--- config.mk ---
export PLATFORM = sky130hd
export DESIGN_NAME = variant_line_nonref_filter_core
export DESIGN_NICKNAME = d
export VERILOG_FILES = /design/src/design/vlnf_pkg.sv /design/src/design/vlnf_parse.sv /design/src/design/variant_line_nonref_filter_core.sv
export SDC_FILE = /design/constraint.sdc
export NUM_CORES = 1
export LEC_CHECK = 0
export BUFFER_PORTS_ARGS = -buffer_cell sky130_fd_sc_hd__buf_2
export CELL_PAD_IN_SITES_DETAIL_PLACEMENT = 0
export CELL_PAD_IN_SITES_GLOBAL_PLACEMENT = 1
export CORE_AREA = 2 2 96 89
export DETAILED_ROUTE_END_ITERATION = 7
export DIE_AREA = 0 0 98 91
export PLACE_DENSITY_LB_ADDON = 0.1
export SLEW_MARGIN = 20
export SYNTH_ARGS = -nofsm -noshare
export SYNTH_HDL_FRONTEND = slang
export SYNTH_HIERARCHICAL = 1
export SYNTH_SLANG_ARGS = --single-unit
--- constraint.sdc ---
create_clock -name i_clk -period 5.03 [get_ports i_clk]
set_clock_uncertainty 0.15 [all_clocks]
set_input_delay 1.006 -clock i_clk [delete_from_list [all_inputs] [get_ports i_clk]]
set_output_delay 1.006 -clock i_clk [all_outputs]
set_load 0.03 [all_outputs]
--- src/design/vlnf_pkg.sv ---
package vlnf_pkg;

    localparam logic [7:0] CHAR_TAB   = 8'h09;
    localparam logic [7:0] CHAR_LF    = 8'h0A;
    localparam logic [7:0] CHAR_CR    = 8'h0D;
    localparam logic [7:0] CHAR_HASH  = 8'h23;
    localparam logic [7:0] CHAR_SLASH = 8'h2F;
    localparam logic [7:0] CHAR_ZERO  = 8'h30;
    localparam logic [7:0] CHAR_COLON = 8'h3A;
    localparam logic [7:0] CHAR_G     = 8'h47;
    localparam logic [7:0] CHAR_T     = 8'h54;
    localparam logic [7:0] CHAR_PIPE  = 8'h7C;

    // Field numbers by count of preceding tabs.
    localparam logic [3:0] FIELD_FORMAT = 4'd8;
    localparam logic [3:0] FIELD_SAMPLE = 4'd9;
    localparam logic [3:0] TAB_SAT      = 4'd10;

    // Progress through the "#CHROM" header marker.
    localparam logic [2:0] CHROM_IDLE  = 3'd0;
    localparam logic [2:0] CHROM_FIRST = 3'd1;
    localparam logic [2:0] CHROM_LAST  = 3'd5;
    localparam logic [2:0] CHROM_FULL  = 3'd6;
    localparam logic [2:0] CHROM_MISS  = 3'd7;

    typedef enum logic [1:0] {
        KEY_START = 2'd0,
        KEY_G     = 2'd1,
        KEY_GT    = 2'd2,
        KEY_OTHER = 2'd3
    } t_key_step;

    typedef enum logic [2:0] {
        KIND_EMPTY    = 3'd0,
        KIND_HEADER   = 3'd1,
        KIND_PRE_HDR  = 3'd2,
        KIND_FEW      = 3'd3,
        KIND_NO_GT    = 3'd4,
        KIND_CHECKED  = 3'd5
    } t_line_kind;

    typedef struct packed {
        logic       valid;
        logic       keep;
        t_line_kind kind;
    } t_result;

    // Letter expected after '#' at each marker step.
    function automatic logic [7:0] chrom_char(input logic [2:0] step);
        logic [7:0] ch;
        case (step)
            3'd1:    ch = 8'h43;
            3'd2:    ch = 8'h48;
            3'd3:    ch = 8'h52;
            3'd4:    ch = 8'h4F;
            3'd5:    ch = 8'h4D;
            default: ch = 8'h00;
        endcase
        return ch;
    endfunction

endpackage

--- src/design/vlnf_parse.sv ---
module vlnf_parse #(
    parameter int MAX_SUBFIELDS = 255
) (
    input  logic                i_clk,
    input  logic                i_rst_n,
    input  logic                i_step,
    input  logic [7:0]          i_data_byte,
    input  logic                i_end_of_data,
    output vlnf_pkg::t_result   o_result
);

    localparam int CW = $clog2(MAX_SUBFIELDS + 1);
    localparam logic [CW-1:0] COLON_MAX = CW'(MAX_SUBFIELDS);

    typedef struct packed {
        logic                started;
        logic                hdr;
        logic [2:0]          chrom;
        logic                pcr;
        logic [3:0]          tabs;
        logic [CW-1:0]       colons;
        vlnf_pkg::t_key_step kms;
        logic [CW-1:0]       gt_pos;
        logic                gt_found;
        logic                smp_nonempty;
        logic                gt_nonempty;
        logic                gt_all_ref;
        logic                nonref;
    } t_line;

    function automatic t_line line_clear();
        t_line s;
        s              = '0;
        s.chrom        = vlnf_pkg::CHROM_IDLE;
        s.kms          = vlnf_pkg::KEY_START;
        s.gt_all_ref   = 1'b1;
        return s;
    endfunction

    function automatic t_line finish_key(input t_line si);
        t_line s;
        s = si;
        if (!s.gt_found && s.kms == vlnf_pkg::KEY_GT && s.colons < COLON_MAX) begin
            s.gt_found = 1'b1;
            s.gt_pos   = s.colons;
        end
        return s;
    endfunction

    function automatic t_line finish_sample(input t_line si);
        t_line s;
        s = si;
        if (!(s.smp_nonempty && s.gt_nonempty && s.gt_all_ref)) begin
            s.nonref = 1'b1;
        end
        return s;
    endfunction

    function automatic t_line feed(input t_line si, input logic [7:0] c);
        t_line s;
        logic  done;
        s    = si;
        done = 1'b0;
        if (!s.started) begin
            s.started = 1'b1;
            if (c == vlnf_pkg::CHAR_HASH) begin
                s.hdr   = 1'b1;
                s.chrom = vlnf_pkg::CHROM_FIRST;
                done    = 1'b1;
            end
        end else if (s.hdr) begin
            if (s.chrom >= vlnf_pkg::CHROM_FIRST && s.chrom <= vlnf_pkg::CHROM_LAST) begin
                if (c == vlnf_pkg::chrom_char(s.chrom)) begin
                    s.chrom = s.chrom + 3'd1;
                end else begin
                    s.chrom = vlnf_pkg::CHROM_MISS;
                end
            end
            done = 1'b1;
        end
        if (!done) begin
            if (c == vlnf_pkg::CHAR_TAB) begin
                if (s.tabs == vlnf_pkg::FIELD_FORMAT) begin
                    s = finish_key(s);
                end else if (s.tabs >= vlnf_pkg::FIELD_SAMPLE) begin
                    s = finish_sample(s);
                end
                if (s.tabs < vlnf_pkg::TAB_SAT) begin
                    s.tabs = s.tabs + 4'd1;
                end
                if (s.tabs == vlnf_pkg::FIELD_FORMAT) begin
                    s.colons = '0;
                    s.kms    = vlnf_pkg::KEY_START;
                end else if (s.tabs >= vlnf_pkg::FIELD_SAMPLE) begin
                    s.colons       = '0;
                    s.smp_nonempty = 1'b0;
                    s.gt_nonempty  = 1'b0;
                    s.gt_all_ref   = 1'b1;
                end
            end else if (s.tabs == vlnf_pkg::FIELD_FORMAT) begin
                if (c == vlnf_pkg::CHAR_COLON) begin
                    s = finish_key(s);
                    if (s.colons < COLON_MAX) begin
                        s.colons = s.colons + CW'(1);
                    end
                    s.kms = vlnf_pkg::KEY_START;
                end else if (s.kms == vlnf_pkg::KEY_START) begin
                    s.kms = (c == vlnf_pkg::CHAR_G) ? vlnf_pkg::KEY_G : vlnf_pkg::KEY_OTHER;
                end else if (s.kms == vlnf_pkg::KEY_G) begin
                    s.kms = (c == vlnf_pkg::CHAR_T) ? vlnf_pkg::KEY_GT : vlnf_pkg::KEY_OTHER;
                end else begin
                    s.kms = vlnf_pkg::KEY_OTHER;
                end
            end else if (s.tabs >= vlnf_pkg::FIELD_SAMPLE) begin
                s.smp_nonempty = 1'b1;
                if (c == vlnf_pkg::CHAR_COLON) begin
                    if (s.colons < COLON_MAX) begin
                        s.colons = s.colons + CW'(1);
                    end
                end else if (s.colons == s.gt_pos) begin
                    s.gt_nonempty = 1'b1;
                    if (c != vlnf_pkg::CHAR_ZERO && c != vlnf_pkg::CHAR_SLASH
                            && c != vlnf_pkg::CHAR_PIPE) begin
                        s.gt_all_ref = 1'b0;
                    end
                end
            end
        end
        return s;
    endfunction

    t_line             r_line;
    t_line             n_line;
    logic              r_header_seen;
    logic              n_header_seen;
    vlnf_pkg::t_result w_result;

    t_line             w_fed;
    t_line             w_fin;
    logic              w_close;

    always_comb begin
        w_fed = r_line;
        if (i_data_byte != vlnf_pkg::CHAR_LF) begin
            // A held CR turns out not to be trailing, so it is fed as data.
            if (w_fed.pcr) begin
                w_fed.pcr = 1'b0;
                w_fed     = feed(w_fed, vlnf_pkg::CHAR_CR);
            end
            if (i_data_byte == vlnf_pkg::CHAR_CR) begin
                w_fed.pcr = 1'b1;
            end else begin
                w_fed = feed(w_fed, i_data_byte);
            end
        end
        w_close = (i_data_byte == vlnf_pkg::CHAR_LF) || i_end_of_data;
        w_fin   = finish_sample(w_fed);

        n_header_seen   = r_header_seen;
        w_result.valid  = w_close;
        w_result.keep   = 1'b1;
        if (!w_fed.started) begin
            w_result.kind = vlnf_pkg::KIND_EMPTY;
        end else if (w_fed.hdr) begin
            w_result.kind = vlnf_pkg::KIND_HEADER;
            if (w_close && w_fed.chrom == vlnf_pkg::CHROM_FULL) begin
                n_header_seen = 1'b1;
            end
        end else if (!r_header_seen) begin
            w_result.kind = vlnf_pkg::KIND_PRE_HDR;
        end else if (w_fed.tabs < vlnf_pkg::FIELD_SAMPLE) begin
            w_result.kind = vlnf_pkg::KIND_FEW;
        end else if (!w_fed.gt_found) begin
            w_result.kind = vlnf_pkg::KIND_NO_GT;
        end else begin
            w_result.kind = vlnf_pkg::KIND_CHECKED;
            w_result.keep = w_fin.nonref;
        end

        if (w_close) begin
            n_line = line_clear();
        end else begin
            n_line = w_fed;
        end
        if (i_end_of_data) begin
            n_header_seen = 1'b0;
        end
    end

    always_ff @(posedge i_clk) begin
        if (!i_rst_n) begin
            r_line        <= line_clear();
            r_header_seen <= 1'b0;
        end else if (i_step) begin
            r_line        <= n_line;
            r_header_seen <= n_header_seen;
        end
    end

    assign o_result = w_result;

endmodule

--- src/design/variant_line_nonref_filter_core.sv ---
// Channel   Direction  Handshake           Payload
// input     in         i_valid / o_ready   i_data_byte, i_end_of_data
// result    out        o_valid / i_ready   o_keep_line, o_line_kind
//
// One byte is taken per cycle while o_ready is high; the line state is updated in
// the same cycle, so throughput is one byte per clock while o_ready is high. A line
// end or end of data registers its result in the output register or the skid one.
// A skid register behind the output holds one result while the consumer
// stalls; o_ready drops only while that skid register is occupied.
// Reset is synchronous, active low, and clears all line state and the header flag.
module variant_line_nonref_filter_core #(
    parameter int MAX_SUBFIELDS = 255
) (
    input  logic       i_clk,
    input  logic       i_rst_n,
    input  logic       i_valid,
    output logic       o_ready,
    input  logic [7:0] i_data_byte,
    input  logic       i_end_of_data,
    output logic       o_valid,
    input  logic       i_ready,
    output logic       o_keep_line,
    output logic [2:0] o_line_kind
);

    vlnf_pkg::t_result w_result;
    logic              w_step;

    logic              r_out_valid;
    logic              r_out_keep;
    logic [2:0]        r_out_kind;
    logic              r_skid_valid;
    logic              r_skid_keep;
    logic [2:0]        r_skid_kind;

    assign o_ready = !r_skid_valid;
    assign w_step  = i_valid && o_ready;

    vlnf_parse #(
        .MAX_SUBFIELDS(MAX_SUBFIELDS)
    ) u_parse (
        .i_clk         (i_clk),
        .i_rst_n       (i_rst_n),
        .i_step        (w_step),
        .i_data_byte   (i_data_byte),
        .i_end_of_data (i_end_of_data),
        .o_result      (w_result)
    );

    always_ff @(posedge i_clk) begin
        if (!i_rst_n) begin
            r_out_valid  <= 1'b0;
            r_skid_valid <= 1'b0;
        end else if (!r_out_valid || i_ready) begin
            // Output slot frees up: refill from skid first, else from the parser.
            if (r_skid_valid) begin
                r_out_valid  <= 1'b1;
                r_skid_valid <= 1'b0;
            end else begin
                r_out_valid  <= w_step && w_result.valid;
            end
        end else if (w_step && w_result.valid) begin
            r_skid_valid <= 1'b1;
        end
    end

    always_ff @(posedge i_clk) begin
        if (!r_out_valid || i_ready) begin
            if (r_skid_valid) begin
                r_out_keep <= r_skid_keep;
                r_out_kind <= r_skid_kind;
            end else begin
                r_out_keep <= w_result.keep;
                r_out_kind <= w_result.kind;
            end
        end else if (w_step && w_result.valid) begin
            r_skid_keep <= w_result.keep;
            r_skid_kind <= w_result.kind;
        end
    end

    assign o_valid     = r_out_valid;
    assign o_keep_line = r_out_keep;
    assign o_line_kind = r_out_kind;

endmodule

==> report_table.html, run 1 <==
<table>
<tr><th>Metric</th><th>Value</th></tr>
<tr><th colspan="2">CTS</th></tr>
<tr><td>Clock tree from TritonCTS</td><td>built</td></tr>
<tr><td>Clock slew at reported path FFs</td><td>0.08 ns</td></tr>
<tr><td>Post-CTS Setup Bufs</td><td>0</td></tr>
<tr><td>Clock Latency Late Sink</td><td>0.30 ns</td></tr>
<tr><td>Root buffer cell</td><td>sky130_fd_sc_hd__clkbuf_8</td></tr>
<tr><td>Number of levels the H-tree was split into</td><td>2</td></tr>
<tr><td>Clock Sink Count</td><td>44</td></tr>
<tr><td>Hold bufs inserted after CTS</td><td>0</td></tr>
<tr><td>Maximum count of clock buffers along a single path</td><td>2</td></tr>
<tr><td>TritonCTS Buffers</td><td>5</td></tr>
<tr><td>Cts repair resizes</td><td>0</td></tr>
<tr><th colspan="2">Detailed routing</th></tr>
<tr><td>Wire length on met1</td><td>4401 um</td></tr>
<tr><td>Pre-antenna DRT Iters</td><td>4</td></tr>
<tr><td>Met3 routed wirelength</td><td>337 um</td></tr>
<tr><td>Wirelength, routed</td><td>9215 um</td></tr>
<tr><td>Routed Antenna Nets</td><td>0</td></tr>
<tr><td>Uppermost metal layer occupied by signal nets</td><td>met4</td></tr>
<tr><td>Post-detailed-route DRC marker count</td><td>0</td></tr>
<tr><td>Drt wl/cell</td><td>17.72 um</td></tr>
<tr><td>Total via count after detailed routing</td><td>3160</td></tr>
<tr><td>Total length of routed met2 wires</td><td>4356 um</td></tr>
<tr><td>Detailed Route Iter0 Violations</td><td>210</td></tr>
<tr><td>Ratio of routed vias to standard cells</td><td>6.077</td></tr>
<tr><th colspan="2">Critical path</th></tr>
<tr><td>Nature of the critical path startpoint</td><td>flip-flop</td></tr>
<tr><td>Crit. Startpoint</td><td>u_parse/r_line[29]</td></tr>
<tr><td>CP endpoint kind</td><td>flip-flop</td></tr>
<tr><td>Peak fanout along the critical path</td><td>9</td></tr>
<tr><td>Reg2reg start</td><td>u_parse/r_line[29]</td></tr>
<tr><td>Flop2flop setup slack</td><td>0.95 ns</td></tr>
<tr><td>Reg2reg path depth</td><td>12</td></tr>
<tr><td>Start-to-end type of the worst setup path</td><td>flip-flop to flip-flop</td></tr>
<tr><td>Worst path arrival time</td><td>4.12 ns</td></tr>
<tr><td>Endpoint of the most critical register-to-register path</td><td>u_parse/r_line[28]</td></tr>
<tr><td>Required time at the worst-slack endpoint</td><td>5.07 ns</td></tr>
<tr><th colspan="2">Pwr</th></tr>
<tr><td>Worst IR Drop VDD</td><td>0.0001005 V</td></tr>
<tr><td>Gate power share</td><td>11.2%</td></tr>
<tr><td>Leakage power</td><td>1.476 nW</td></tr>
<tr><td>Sequential fraction of design power</td><td>51.1%</td></tr>
<tr><td>Switching share of power</td><td>25.09%</td></tr>
<tr><td>PwrDens</td><td>192.5 nW/um^2</td></tr>
<tr><td>Final Power</td><td>0.0007157 W</td></tr>
<tr><td>Power spent charging and discharging nets</td><td>0.0001795 W</td></tr>
<tr><td>Internal power of the cells</td><td>0.0005362 W</td></tr>
<tr><td>Proportion of power drawn by the clock network</td><td>37.7%</td></tr>
<tr><th colspan="2">Floorplanning</th></tr>
<tr><td>Starting Density</td><td>44.26%</td></tr>
<tr><td>Area of the placeable core</td><td>7874 sq um</td></tr>
<tr><td>Die area</td><td>8918 sq um</td></tr>
<tr><td>Number of placement rows</td><td>31</td></tr>
<tr><td>Die Height</td><td>91 um</td></tr>
<tr><td>Die X-Extent</td><td>98 um</td></tr>
<tr><td>Number of placed I/O pins</td><td>19</td></tr>
<tr><th colspan="2">Min path</th></tr>
<tr><td>Hold Crit Depth</td><td>2</td></tr>
<tr><td>Hold path startpoint</td><td>u_parse/r_line[0]</td></tr>
<tr><td>Min-Delay Endpoint</td><td>u_parse/r_line[0]</td></tr>
<tr><td>Hold Path Class</td><td>flip-flop to flip-flop</td></tr>
<tr><th colspan="2">Timing</th></tr>
<tr><td>Final period demand of the worst path</td><td>4.079 ns</td></tr>
<tr><td>RSZ-0062 raised after global routing</td><td>false</td></tr>
<tr><td>Count of pins over their slew limit</td><td>0</td></tr>
<tr><td>Final hold viol count</td><td>0</td></tr>
<tr><td>Share of the clock period used by the worst path</td><td>81.09%</td></tr>
<tr><td>TNS Setup</td><td>0 ns</td></tr>
<tr><td>Final number of setup-violating endpoints</td><td>0</td></tr>
<tr><td>Worst slew slack as a fraction of its limit</td><td>50.10%</td></tr>
<tr><td>Achievable clock frequency</td><td>245.2 MHz</td></tr>
<tr><td>Transition time at the pin with the least slew margin</td><td>0.7297 ns</td></tr>
<tr><th colspan="2">Cells and area</th></tr>
<tr><td>Combined flip-flop and latch cell area</td><td>960.9 sq um</td></tr>
<tr><td>Most common library cell in the layout ignoring fill and taps</td><td>sky130_fd_sc_hd__nor2_1</td></tr>
<tr><td>Area taken by multi-input logic gates</td><td>2350 sq um</td></tr>
<tr><td>Share of cells above drive strength 1</td><td>13.30%</td></tr>
<tr><td>Commonest non-fill, non-tap cells in the layout</td><td>sky130_fd_sc_hd__nor2_1 (49), sky130_fd_sc_hd__dfxtp_1 (36), sky130_fd_sc_hd__nand2_1 (31), sky130_fd_sc_hd__a21oi_1 (21), sky130_fd_sc_hd__o21ai_0 (19)</td></tr>
<tr><td>Post-layout instance count excluding filler cells</td><td>520</td></tr>
<tr><td>Number of filler instances in the final layout</td><td>797</td></tr>
<tr><td>Syn-to-layout area delta</td><td>6.715%</td></tr>
<tr><td>NumNets Final</td><td>448</td></tr>
<tr><td>Diode count</td><td>0</td></tr>
<tr><th colspan="2">Synth</th></tr>
<tr><td>Fraction of synthesized cell area taken by the top area cell type</td><td>20.68%</td></tr>
<tr><td>Ranking of synthesized cells by area</td><td>sky130_fd_sc_hd__dfxtp_1 (21%), sky130_fd_sc_hd__edfxtp_1 (6.9%), sky130_fd_sc_hd__ha_1 (5.4%)</td></tr>
<tr><td>Number of cells produced by synthesis</td><td>416</td></tr>
<tr><td>Syn Area/Cell</td><td>8.376 sq um</td></tr>
<tr><td>Count of synthesis-stage warnings from yosys</td><td>6</td></tr>
<tr><td>Number of enable flip-flop cells after synthesis</td><td>8</td></tr>
<tr><td>Net count of the mapped netlist</td><td>444</td></tr>
<tr><td>Share of synthesized area occupied by flip-flops and latches</td><td>27.58%</td></tr>
<tr><td>Number of distinct standard cells referenced by the synthesized netlist</td><td>86</td></tr>
<tr><td>Most used DFF post-synth</td><td>sky130_fd_sc_hd__dfxtp_1</td></tr>
<tr><td>Async S/R FF share, synth</td><td>0%</td></tr>
<tr><td>Biggest area consumer among synthesized cells</td><td>sky130_fd_sc_hd__dfxtp_1</td></tr>
<tr><td>Seq cells post-synth</td><td>44</td></tr>
<tr><td>Post-synthesis instance area</td><td>3485 sq um</td></tr>
<tr><th colspan="2">Run</th></tr>
<tr><td>Maxcap violations</td><td>0</td></tr>
<tr><th colspan="2">Placement</th></tr>
<tr><td>Placed insts</td><td>512</td></tr>
<tr><td>Number of input and output port buffers inserted</td><td>18</td></tr>
<tr><td>Routability Congestion</td><td>0.8229</td></tr>
<tr><td>Half-perimeter wire length of the detailed placement result</td><td>6889 um</td></tr>
<tr><th colspan="2">Global routing</th></tr>
<tr><td>Global-route wire length before repair</td><td>15370 um</td></tr>
<tr><td>Vias in the first global route</td><td>2918</td></tr>
<tr><td>Global-route usage over all layers</td><td>21.22%</td></tr>
<tr><td>Final global-route overflow total</td><td>0</td></tr>
<tr><td>Pin count of the biggest net entering global routing</td><td>24</td></tr>
<tr><td>Initial antenna violation count</td><td>0</td></tr>
<tr><th colspan="2">Run status</th></tr>
<tr><td>Result of the run</td><td>finished clean</td></tr>
</table>
-- cell families after synthesis --
kind of cell,share of synthesized area [%]
mux,4.309
fa+ha+maj,5.386
compound gates,24.92
flops,27.58
xor+xnor,4.022
buf+inv,4.991
simple gates,28.80
-- critical path, cell delays in order, from the launching register on --
cell and delay (ns):
sky130_fd_sc_hd__dfxtp_1 0.48, sky130_fd_sc_hd__inv_1 0.11, sky130_fd_sc_hd__ha_1 0.23, sky130_fd_sc_hd__or3_1 0.45
sky130_fd_sc_hd__a21oi_1 0.44, sky130_fd_sc_hd__inv_1 0.17, sky130_fd_sc_hd__ha_1 0.35, sky130_fd_sc_hd__and4b_1 0.31
sky130_fd_sc_hd__a221oi_4 0.09, sky130_fd_sc_hd__or3_1 0.32, sky130_fd_sc_hd__a2111oi_1 0.44, sky130_fd_sc_hd__nand4_1 0.15
sky130_fd_sc_hd__a32o_1 0.27
-- per-layer routing --
layer	track usage [%]	vias to the layer above
met1	29.56	1542
li1	-	1559
met5	0	-
met3	3.079	11
met4	4.745	0
met2	34.82	48
-- worst max-delay path by stage --
stage	slack, ns	cells past startpoint	to
2_1_floorplan	1.39	14	u_parse/r_line[28]
3_3_place_gp	1.10	12	u_parse/r_line[28]
3_5_place_dp	0.99	12	u_parse/r_line[28]
4_1_cts	0.97	12	u_parse/r_line[28]
5_1_grt	0.58	12	u_parse/r_line[28]
6_report	0.95	12	u_parse/r_line[28]
-- area by class of cell --
| type | instances | share of cell area, % |
|---|---|---|
| inverter | 15 | 1.514 |
| clock buffer | 6 | 1.952 |
| sequential | 44 | 25.84 |
| timing repair buffer | 22 | 3.230 |
| multi-input combinational | 332 | 63.19 |
| tap | 99 | 3.331 |
| clock inverter | 2 | 0.9421 |
-- power groups by stage --
stage / registers, W / clock network [W] / logic, W
after CTS: 0.000366 / 0.000277 / 0.0000809
final: 0.000366 / 0.000270 / 0.0000803
after global routing: 0.000366 / 0.000287 / 0.0000887
after global placement: 0.000374 / 0 / 0.0000797
after detailed placement: 0.000374 / 0 / 0.0000806
after floorplan: 0.000377 / 0 / 0.0000497
-- stage by stage --
stage | worst slack [ns] | instance area (sq um) | hold slack, ns | util (%)
2_1_floorplan | 1.387 | 3485 | 0.2875 | -
3_3_place_gp | 1.104 | 3611 | 0.3095 | 45.86
3_5_place_dp | 0.9914 | 3611 | 0.3171 | 45.86
4_1_cts | 0.9691 | 3719 | 0.3398 | 47.23
5_1_grt | 0.5845 | 3719 | 0.3808 | 47.23
6_report | 0.9512 | 3719 | 0.3371 | 47.23
-- registers in the layout, indices dropped and copies added (netlist names) --
| signal | cells |
|---|---|
| r_skid_valid | 1 |
| u_parse/r_header_seen | 1 |
| u_parse/r_line | 33 |
| r_skid_keep | 1 |
| o_valid | 1 |
| r_skid_kind | 3 |
| o_keep_line | 1 |
| o_line_kind | 3 |
-- synthesized netlist by cell type, types with 3 or more instances --
master	instances
sky130_fd_sc_hd__a21boi_1	4
sky130_fd_sc_hd__nand4b_1	3
sky130_fd_sc_hd__xor2_1	14
sky130_fd_sc_hd__nand4_1	10
sky130_fd_sc_hd__or3_1	8
sky130_fd_sc_hd__o21ai_1	4
sky130_fd_sc_hd__a211oi_1	5
sky130_fd_sc_hd__edfxtp_1	8
sky130_fd_sc_hd__a41o_1	3
sky130_fd_sc_hd__or4_1	3
sky130_fd_sc_hd__o21a_1	4
sky130_fd_sc_hd__o211ai_1	4
sky130_fd_sc_hd__nand2b_1	5
sky130_fd_sc_hd__dfxtp_1	36
sky130_fd_sc_hd__a32o_1	4
sky130_fd_sc_hd__a21oi_1	21
sky130_fd_sc_hd__mux2_4	4
sky130_fd_sc_hd__clkbuf_1	17
sky130_fd_sc_hd__inv_1	13
sky130_fd_sc_hd__nor3_1	11
sky130_fd_sc_hd__ha_1	15
sky130_fd_sc_hd__nor2_1	49
sky130_fd_sc_hd__nand3_1	10
sky130_fd_sc_hd__a21o_1	3
sky130_fd_sc_hd__nor4_1	5
sky130_fd_sc_hd__a41oi_1	3
sky130_fd_sc_hd__and4b_1	3
sky130_fd_sc_hd__a211o_1	4
sky130_fd_sc_hd__buf_2	4
sky130_fd_sc_hd__nor2b_1	7
sky130_fd_sc_hd__nand2_1	31
sky130_fd_sc_hd__a21boi_0	5
sky130_fd_sc_hd__o21ai_0	19
sky130_fd_sc_hd__mux2i_1	9
(Power assumes the default switching activity.)
==> run 2: changes to the inputs <==
CORE_AREA = 2 2 98 91   (was 2 2 96 89)
DIE_AREA = 0 0 100 93   (was 0 0 98 91)
clock period = 3.6 ns   (was 5.03 ns; I/O delays follow)
==> run 2 against run 1 <==
  * Register-to-register slack worse by 0.70 ns
  * Die area up 4.3%
  * Sequential power up 39%
  * Final cell count up 4.6%
  * Core utilization down 0.50 points
  * Worst hold slack better by 0.0012 ns
  * Worst setup slack worse by 0.70 ns
  * Critical path depth unchanged
  * Non-clock buffer count up 21
  * Global-route usage down 0.37 points
  * Sequential share of layout area down 1.1 points
  * Critical path type unchanged
  * Critical endpoint unchanged
  * Highest routed layer unchanged
==> report_table.html, run 2 (same netlist as run 1, synthesis figures left out) <==
<table>
<tr><th>Metric</th><th>Value</th></tr>
<tr><th colspan="2">Cells and area</th></tr>
<tr><td>Most common library cell in the layout ignoring fill and taps</td><td>sky130_fd_sc_hd__nor2_1</td></tr>
<tr><td>Most flops, register</td><td>u_parse/r_line</td></tr>
<tr><td>Combined flip-flop and latch cell area</td><td>960.9 sq um</td></tr>
<tr><td>Commonest non-fill, non-tap cells in the layout</td><td>sky130_fd_sc_hd__nor2_1 (49), sky130_fd_sc_hd__dfxtp_1 (36), sky130_fd_sc_hd__nand2_1 (31), sky130_fd_sc_hd__buf_4 (25), sky130_fd_sc_hd__a21oi_1 (20)</td></tr>
<tr><td>Syn-to-layout area delta</td><td>11.67%</td></tr>
<tr><td>Share of cells above drive strength 1</td><td>18.33%</td></tr>
<tr><td>Area taken by multi-input logic gates</td><td>2361 sq um</td></tr>
<tr><td>Number of filler instances in the final layout</td><td>830</td></tr>
<tr><td>Post-layout instance count excluding filler cells</td><td>544</td></tr>
<tr><td>Diode count</td><td>0</td></tr>
<tr><td>NumNets Final</td><td>469</td></tr>
<tr><td>Flip-flop count of the largest register, all copies and words added</td><td>33</td></tr>
<tr><th colspan="2">CTS</th></tr>
<tr><td>Clock Latency Late Sink</td><td>0.29 ns</td></tr>
<tr><td>Number of levels the H-tree was split into</td><td>2</td></tr>
<tr><td>Clock tree from TritonCTS</td><td>built</td></tr>
<tr><td>Clock Sink Count</td><td>44</td></tr>
<tr><td>Hold bufs inserted after CTS</td><td>0</td></tr>
<tr><td>Root buffer cell</td><td>sky130_fd_sc_hd__clkbuf_8</td></tr>
<tr><td>Maximum count of clock buffers along a single path</td><td>2</td></tr>
<tr><td>TritonCTS Buffers</td><td>5</td></tr>
<tr><td>Clock slew at reported path FFs</td><td>0.08 ns</td></tr>
<tr><td>Cts repair resizes</td><td>0</td></tr>
<tr><td>Post-CTS Setup Bufs</td><td>0</td></tr>
<tr><th colspan="2">Floorplanning</th></tr>
<tr><td>Number of placed I/O pins</td><td>19</td></tr>
<tr><td>Starting Density</td><td>41.84%</td></tr>
<tr><td>Number of placement rows</td><td>32</td></tr>
<tr><td>Area of the placeable core</td><td>8328 sq um</td></tr>
<tr><td>Die Height</td><td>93 um</td></tr>
<tr><td>Die area</td><td>9300 sq um</td></tr>
<tr><td>Die X-Extent</td><td>100 um</td></tr>
<tr><th colspan="2">Detailed routing</th></tr>
<tr><td>Pre-antenna DRT Iters</td><td>5</td></tr>
<tr><td>Drt wl/cell</td><td>17.19 um</td></tr>
<tr><td>Total via count after detailed routing</td><td>3203</td></tr>
<tr><td>Wirelength, routed</td><td>9350 um</td></tr>
<tr><td>Detailed Route Iter0 Violations</td><td>279</td></tr>
<tr><td>Routed Antenna Nets</td><td>0</td></tr>
<tr><td>Ratio of routed vias to standard cells</td><td>5.888</td></tr>
<tr><td>Post-detailed-route DRC marker count</td><td>0</td></tr>
<tr><th colspan="2">Global routing</th></tr>
<tr><td>Initial antenna violation count</td><td>0</td></tr>
<tr><td>Global-route usage over all layers</td><td>20.85%</td></tr>
<tr><td>Final global-route overflow total</td><td>0</td></tr>
<tr><td>Pin count of the biggest net entering global routing</td><td>23</td></tr>
<tr><td>Global-route wire length before repair</td><td>15580 um</td></tr>
<tr><td>Vias in the first global route</td><td>3076</td></tr>
<tr><th colspan="2">Timing</th></tr>
<tr><td>RSZ-0062 raised after global routing</td><td>false</td></tr>
<tr><td>TNS Setup</td><td>0 ns</td></tr>
<tr><td>Transition time at the pin with the least slew margin</td><td>0.5654 ns</td></tr>
<tr><td>Worst slew slack as a fraction of its limit</td><td>62.26%</td></tr>
<tr><td>Final hold viol count</td><td>0</td></tr>
<tr><td>Final period demand of the worst path</td><td>3.348 ns</td></tr>
<tr><td>Achievable clock frequency</td><td>298.7 MHz</td></tr>
<tr><td>Final number of setup-violating endpoints</td><td>0</td></tr>
<tr><td>Share of the clock period used by the worst path</td><td>92.99%</td></tr>
<tr><td>Count of pins over their slew limit</td><td>0</td></tr>
<tr><th colspan="2">Critical path</th></tr>
<tr><td>Worst path arrival time</td><td>3.38 ns</td></tr>
<tr><td>Critical path, cell by cell</td><td>inv_1 -&gt; ha_1 -&gt; or3_1 -&gt; a21oi_2 -&gt; inv_1 -&gt; ha_1 -&gt; and4b_1 -&gt; a221oi_4 -&gt; o211ai_1 -&gt; a2111oi_2 -&gt; nand4_1 -&gt; a32o_1</td></tr>
<tr><td>Peak fanout along the critical path</td><td>4</td></tr>
<tr><td>Dominant delay contributor by cell family on the critical path</td><td>compound AO/OA/AOI/OAI gates</td></tr>
<tr><td>Start-to-end type of the worst setup path</td><td>flip-flop to flip-flop</td></tr>
<tr><td>Nature of the critical path startpoint</td><td>flip-flop</td></tr>
<tr><td>Required time at the worst-slack endpoint</td><td>3.63 ns</td></tr>
<tr><td>Crit path buf inv count</td><td>2</td></tr>
<tr><td>CP endpoint kind</td><td>flip-flop</td></tr>
<tr><td>Critical-path top delay cell</td><td>sky130_fd_sc_hd__a2111oi_2</td></tr>
<tr><td>Crit-path max cell delay</td><td>0.44 ns</td></tr>
<tr><th colspan="2">Pwr</th></tr>
<tr><td>Worst IR Drop VDD</td><td>0.0001429 V</td></tr>
<tr><td>PwrDens</td><td>258.8 nW/um^2</td></tr>
<tr><td>Leakage power</td><td>1.584 nW</td></tr>
<tr><th colspan="2">Placement</th></tr>
<tr><td>Placed insts</td><td>536</td></tr>
<tr><td>Routability Congestion</td><td>0.8547</td></tr>
<tr><td>Number of input and output port buffers inserted</td><td>18</td></tr>
<tr><td>Half-perimeter wire length of the detailed placement result</td><td>7028 um</td></tr>
<tr><th colspan="2">Run</th></tr>
<tr><td>Maxcap violations</td><td>0</td></tr>
<tr><th colspan="2">Min path</th></tr>
<tr><td>Hold Path Class</td><td>flip-flop to flip-flop</td></tr>
<tr><th colspan="2">Run status</th></tr>
<tr><td>Result of the run</td><td>finished clean</td></tr>
</table>
[run 2: changes by cell type in the layout (fill, tap and decap cells not counted), sizes merged]
cell / delta
buf: +21
[run 2: metrics by stage]
stage / power [W] / hold WS, ns / util (%) / area [sq um] / setup slack, ns
2_1_floorplan: 0.0005968 / 0.2875 / - / 3488 / 0.07703
3_3_place_gp: 0.0006409 / 0.3070 / 45.34 / 3776 / 0.1259
3_5_place_dp: 0.0006414 / 0.3226 / 45.34 / 3776 / 0.1105
4_1_cts: 0.001021 / 0.3439 / 46.63 / 3884 / 0.1227
5_1_grt: 0.001053 / 0.3635 / 46.72 / 3891 / 0.04215
6_report: 0.001007 / 0.3383 / 46.72 / 3891 / 0.2524
[run 2: metal layers]
metal	GRT usage, %	wire length, um	part of all wire [%]
met3	3.363	256	2.7
met1	27.71	4539	49
met2	35.59	4419	47
met5	0	0	0
met4	4.795	135	1.4
[run 2: area by class of cell]
class	instances	area share, %
Sequential cell	44	24.69
Multi-Input combinational cell	332	60.68
Clock inverter	2	0.9003
Inverter	15	1.447
Tap cell	102	3.280
Timing Repair Buffer	43	7.138
Clock buffer	6	1.865
[run 2: worst paths after layout]
kind | slack (ns) | depth (start not counted) | end | start
max | 0.25 | 12 | u_parse/r_line[28] | u_parse/r_line[29]
min reg2reg | 0.34 | 2 | u_parse/r_line[0] | u_parse/r_line[0]
max reg2reg | 0.25 | 12 | u_parse/r_line[28] | u_parse/r_line[29]
min | 0.34 | 2 | u_parse/r_line[0] | u_parse/r_line[0]
[run 2: where the power goes]
group	switching, W	leakage, nW	internal, W	total [W]
clock network	0.000170	0.0552	0.000206	0.000376
registers	0.00000428	0.367	0.000506	0.000510
logic	0.0000778	1.16	0.0000430	0.000121
total	0.000252	1.58	0.000755	0.00101
[run 2: worst min-delay path: stages, from the launching register on]
cell                      delay, ns
sky130_fd_sc_hd__dfxtp_1       0.34
sky130_fd_sc_hd__a21oi_1       0.05
sky130_fd_sc_hd__nor2_1        0.07
==> run 3: changes to the inputs <==
CORE_AREA = 2 2 111 81   (was 2 2 98 91)
DIE_AREA = 0 0 113 83   (was 0 0 100 93)
==> run 3 against run 2 <==
  * The run now ends with DRC left
  * Critical path depth fell by 4
  * Count of clock-buffer cells in the layout fell by 1
  * Worst hold slack got worse by 0.012 ns
  * Combinational power rose by 3%
  * Clock power rose by 45%
  * Final cell count rose by 1.1%
  * Register-to-register slack got worse by 0.03 ns
  * Critical endpoint is now o_keep_line
  * Largest cell class unchanged
  * Largest power group is now the clock network
==> report_table.html, run 3 (same netlist as run 1, synthesis figures left out) <==
<table>
<tr><th>Metric</th><th>Value</th></tr>
<tr><th colspan="2">Critical path</th></tr>
<tr><td>Endpoint of the most critical register-to-register path</td><td>u_parse/r_line[28]</td></tr>
<tr><td>Start-to-end type of the worst setup path</td><td>primary input to flip-flop</td></tr>
<tr><td>Flop2flop setup slack</td><td>0.22 ns</td></tr>
<tr><td>Crit. Startpoint</td><td>i_data_byte[5]</td></tr>
<tr><td>CP endpoint kind</td><td>flip-flop</td></tr>
<tr><td>Critical path capture point</td><td>o_keep_line</td></tr>
<tr><td>Critical-path top delay cell</td><td>sky130_fd_sc_hd__or4_4</td></tr>
<tr><td>Reg2reg path depth</td><td>13</td></tr>
<tr><td>Critical path, cell by cell</td><td>buf_2 -&gt; or4_4 -&gt; or3_1 -&gt; o22ai_1 -&gt; a21oi_1 -&gt; nor3_1 -&gt; nand4_1 -&gt; mux2_4</td></tr>
<tr><td>Peak fanout along the critical path</td><td>7</td></tr>
<tr><td>Worst path arrival time</td><td>3.44 ns</td></tr>
<tr><td>Required time at the worst-slack endpoint</td><td>3.50 ns</td></tr>
<tr><td>Nature of the critical path startpoint</td><td>primary input</td></tr>
<tr><td>Crit-path max cell delay</td><td>0.56 ns</td></tr>
<tr><td>Reg2reg start</td><td>u_parse/r_line[29]</td></tr>
<tr><th colspan="2">Detailed routing</th></tr>
<tr><td>Detailed Route Iter0 Violations</td><td>269</td></tr>
<tr><td>Total via count after detailed routing</td><td>3288</td></tr>
<tr><td>Drt wl/cell</td><td>18.52 um</td></tr>
<tr><td>Post-detailed-route DRC marker count</td><td>2</td></tr>
<tr><td>Routed Antenna Nets</td><td>0</td></tr>
<tr><td>Ratio of routed vias to standard cells</td><td>5.978</td></tr>
<tr><td>Wirelength, routed</td><td>10190 um</td></tr>
<tr><td>Pre-antenna DRT Iters</td><td>7</td></tr>
<tr><th colspan="2">Timing</th></tr>
<tr><td>Share of the clock period used by the worst path</td><td>98.42%</td></tr>
<tr><td>Final number of setup-violating endpoints</td><td>0</td></tr>
<tr><td>Final hold viol count</td><td>0</td></tr>
<tr><td>Worst slew slack as a fraction of its limit</td><td>48.95%</td></tr>
<tr><td>RSZ-0062 raised after global routing</td><td>false</td></tr>
<tr><td>Achievable clock frequency</td><td>282.2 MHz</td></tr>
<tr><td>PnR worst setup slack</td><td>0.05696 ns</td></tr>
<tr><td>Count of pins over their slew limit</td><td>0</td></tr>
<tr><td>Final period demand of the worst path</td><td>3.543 ns</td></tr>
<tr><td>Transition time at the pin with the least slew margin</td><td>0.7588 ns</td></tr>
<tr><th colspan="2">CTS</th></tr>
<tr><td>Clock Latency Late Sink</td><td>0.30 ns</td></tr>
<tr><td>Maximum count of clock buffers along a single path</td><td>2</td></tr>
<tr><td>Clock Sink Count</td><td>44</td></tr>
<tr><td>Root buffer cell</td><td>sky130_fd_sc_hd__clkbuf_16</td></tr>
<tr><td>Post-CTS Setup Bufs</td><td>0</td></tr>
<tr><td>Number of levels the H-tree was split into</td><td>2</td></tr>
<tr><td>Clock slew at reported path FFs</td><td>0.07 ns</td></tr>
<tr><td>TritonCTS Buffers</td><td>5</td></tr>
<tr><td>Clock tree from TritonCTS</td><td>built</td></tr>
<tr><th colspan="2">Min path</th></tr>
<tr><td>Hold Path Class</td><td>flip-flop to flip-flop</td></tr>
<tr><td>Hold path startpoint</td><td>u_parse/r_line[0]</td></tr>
<tr><th colspan="2">Global routing</th></tr>
<tr><td>Final global-route overflow total</td><td>0</td></tr>
<tr><td>Pin count of the biggest net entering global routing</td><td>23</td></tr>
<tr><td>Global-route wire length before repair</td><td>16260 um</td></tr>
<tr><td>Initial antenna violation count</td><td>0</td></tr>
<tr><td>Global-route usage over all layers</td><td>22.06%</td></tr>
<tr><td>Vias in the first global route</td><td>2950</td></tr>
<tr><th colspan="2">Floorplanning</th></tr>
<tr><td>Die X-Extent</td><td>113 um</td></tr>
<tr><td>Starting Density</td><td>42.15%</td></tr>
<tr><td>Area of the placeable core</td><td>8268 sq um</td></tr>
<tr><td>Number of placed I/O pins</td><td>19</td></tr>
<tr><td>Die Height</td><td>83 um</td></tr>
<tr><td>Die area</td><td>9379 sq um</td></tr>
<tr><td>Number of placement rows</td><td>28</td></tr>
<tr><th colspan="2">Pwr</th></tr>
<tr><td>Leakage power</td><td>1.624 nW</td></tr>
<tr><td>PwrDens</td><td>296.7 nW/um^2</td></tr>
<tr><td>Worst IR Drop VDD</td><td>0.0001757 V</td></tr>
<tr><th colspan="2">Placement</th></tr>
<tr><td>Placed inst area</td><td>3802 sq um</td></tr>
<tr><td>Half-perimeter wire length of the detailed placement result</td><td>7691 um</td></tr>
<tr><td>Routability Congestion</td><td>0.8534</td></tr>
<tr><td>Minimum setup slack after placement</td><td>-0.1611 ns</td></tr>
<tr><td>Number of input and output port buffers inserted</td><td>18</td></tr>
<tr><th colspan="2">Cells and area</th></tr>
<tr><td>Most common library cell in the layout ignoring fill and taps</td><td>sky130_fd_sc_hd__nor2_1</td></tr>
<tr><td>Most flops, register</td><td>u_parse/r_line</td></tr>
<tr><td>Number of filler instances in the final layout</td><td>812</td></tr>
<tr><td>Commonest non-fill, non-tap cells in the layout</td><td>sky130_fd_sc_hd__nor2_1 (49), sky130_fd_sc_hd__dfxtp_1 (36), sky130_fd_sc_hd__nand2_1 (31), sky130_fd_sc_hd__buf_4 (28), sky130_fd_sc_hd__a21oi_1 (20)</td></tr>
<tr><td>Flip-flop count of the largest register, all copies and words added</td><td>33</td></tr>
<tr><td>Final standard cell area without fillers</td><td>3981 sq um</td></tr>
<tr><td>Diode count</td><td>0</td></tr>
<tr><td>Syn-to-layout area delta</td><td>14.25%</td></tr>
<tr><td>NumNets Final</td><td>472</td></tr>
<tr><td>Share of cells above drive strength 1</td><td>18.88%</td></tr>
<tr><th colspan="2">Run</th></tr>
<tr><td>Maxcap violations</td><td>0</td></tr>
<tr><th colspan="2">Run status</th></tr>
<tr><td>Result of the run</td><td>finished, violations left</td></tr>
<tr><td>Failing checks</td><td>DRC</td></tr>
</table>
==> run 3: changes by cell type in the layout (fill, tap and decap cells not counted), sizes merged <==
cell / change
inv: +1
clkinv: -1
clkbuf: -1
buf: +3
clkinvlp: +1
==> run 3: final cells by class <==
| class | count | area [sq um] | share of cell area [%] |
|---|---|---|---|
| clock buffer | 5 | 125.1 | 3.143 |
| timing repair buffer | 46 | 300.3 | 7.542 |
| multi-input combinational | 332 | 2361 | 59.30 |
| sequential | 44 | 960.9 | 24.14 |
| tap | 105 | 131.4 | 3.300 |
| clock inverter | 3 | 46.29 | 1.163 |
| inverter | 15 | 56.30 | 1.414 |
==> run 3: report_power, final <==
| group | internal (W) | switching, W |
|---|---|---|
| clock | 0.000330 | 0.000216 |
| sequential | 0.000506 | 0.00000418 |
| combinational | 0.0000431 | 0.0000819 |
==> run 3: how the worst min path moves through the flow <==
stage	depth (start not counted)	slack (ns)	to
global route	2	0.36	u_parse/r_line[0]
detailed placement	2	0.31	u_parse/r_line[0]
floorplan	2	0.29	u_parse/r_line[0]
CTS	2	0.33	u_parse/r_line[0]
finish	2	0.33	u_parse/r_line[0]
global placement	2	0.31	u_parse/r_line[0]
==> run 3: worst max-delay path, delay by kind of cell <==
| family | cells | cell delay (ns) |
|---|---|---|
| AO/OA/AOI/OAI | 2 | 0.35 |
| buffers and inverters | 1 | 0.14 |
| AND/OR/NAND/NOR | 4 | 1.89 |
| multiplexers | 1 | 0.34 |
==> run 3: routing by layer <==
| layer | routed length (um) | GRT usage, % | up-vias |
|---|---|---|---|
| met5 | 0 | 0 | - |
| met4 | 136 | 5.654 | 0 |
| met3 | 648 | 4.234 | 14 |
| met2 | 3847 | 27.49 | 109 |
| met1 | 5553 | 36.99 | 1560 |
| li1 | - | - | 1605 |
==> run 3: repair_timing <==
| action | in CTS | in global routing |
|---|---|---|
| endpoints found under the setup margin | 0 | 1 |
| hold buffers | 0 | 0 |
| gates resized for setup | 0 | 2 |
==> run 3: through the flow <==
| stage | utilization (%) | setup TNS, ns | instances | power, W | hold slack [ns] |
|---|---|---|---|---|---|
| global route | 48.15 | 0 | 550 | 0.001227 | 0.3552 |
| finish | 48.15 | 0 | 550 | 0.001181 | 0.3263 |
| global placement | 45.99 | -0.1692 | 542 | 0.0006444 | 0.3065 |
| floorplan | - | 0 | 416 | 0.0005968 | 0.2875 |
| CTS | 48.06 | 0 | 550 | 0.001190 | 0.3310 |
| detailed placement | 45.99 | -0.1611 | 542 | 0.0006446 | 0.3147 |
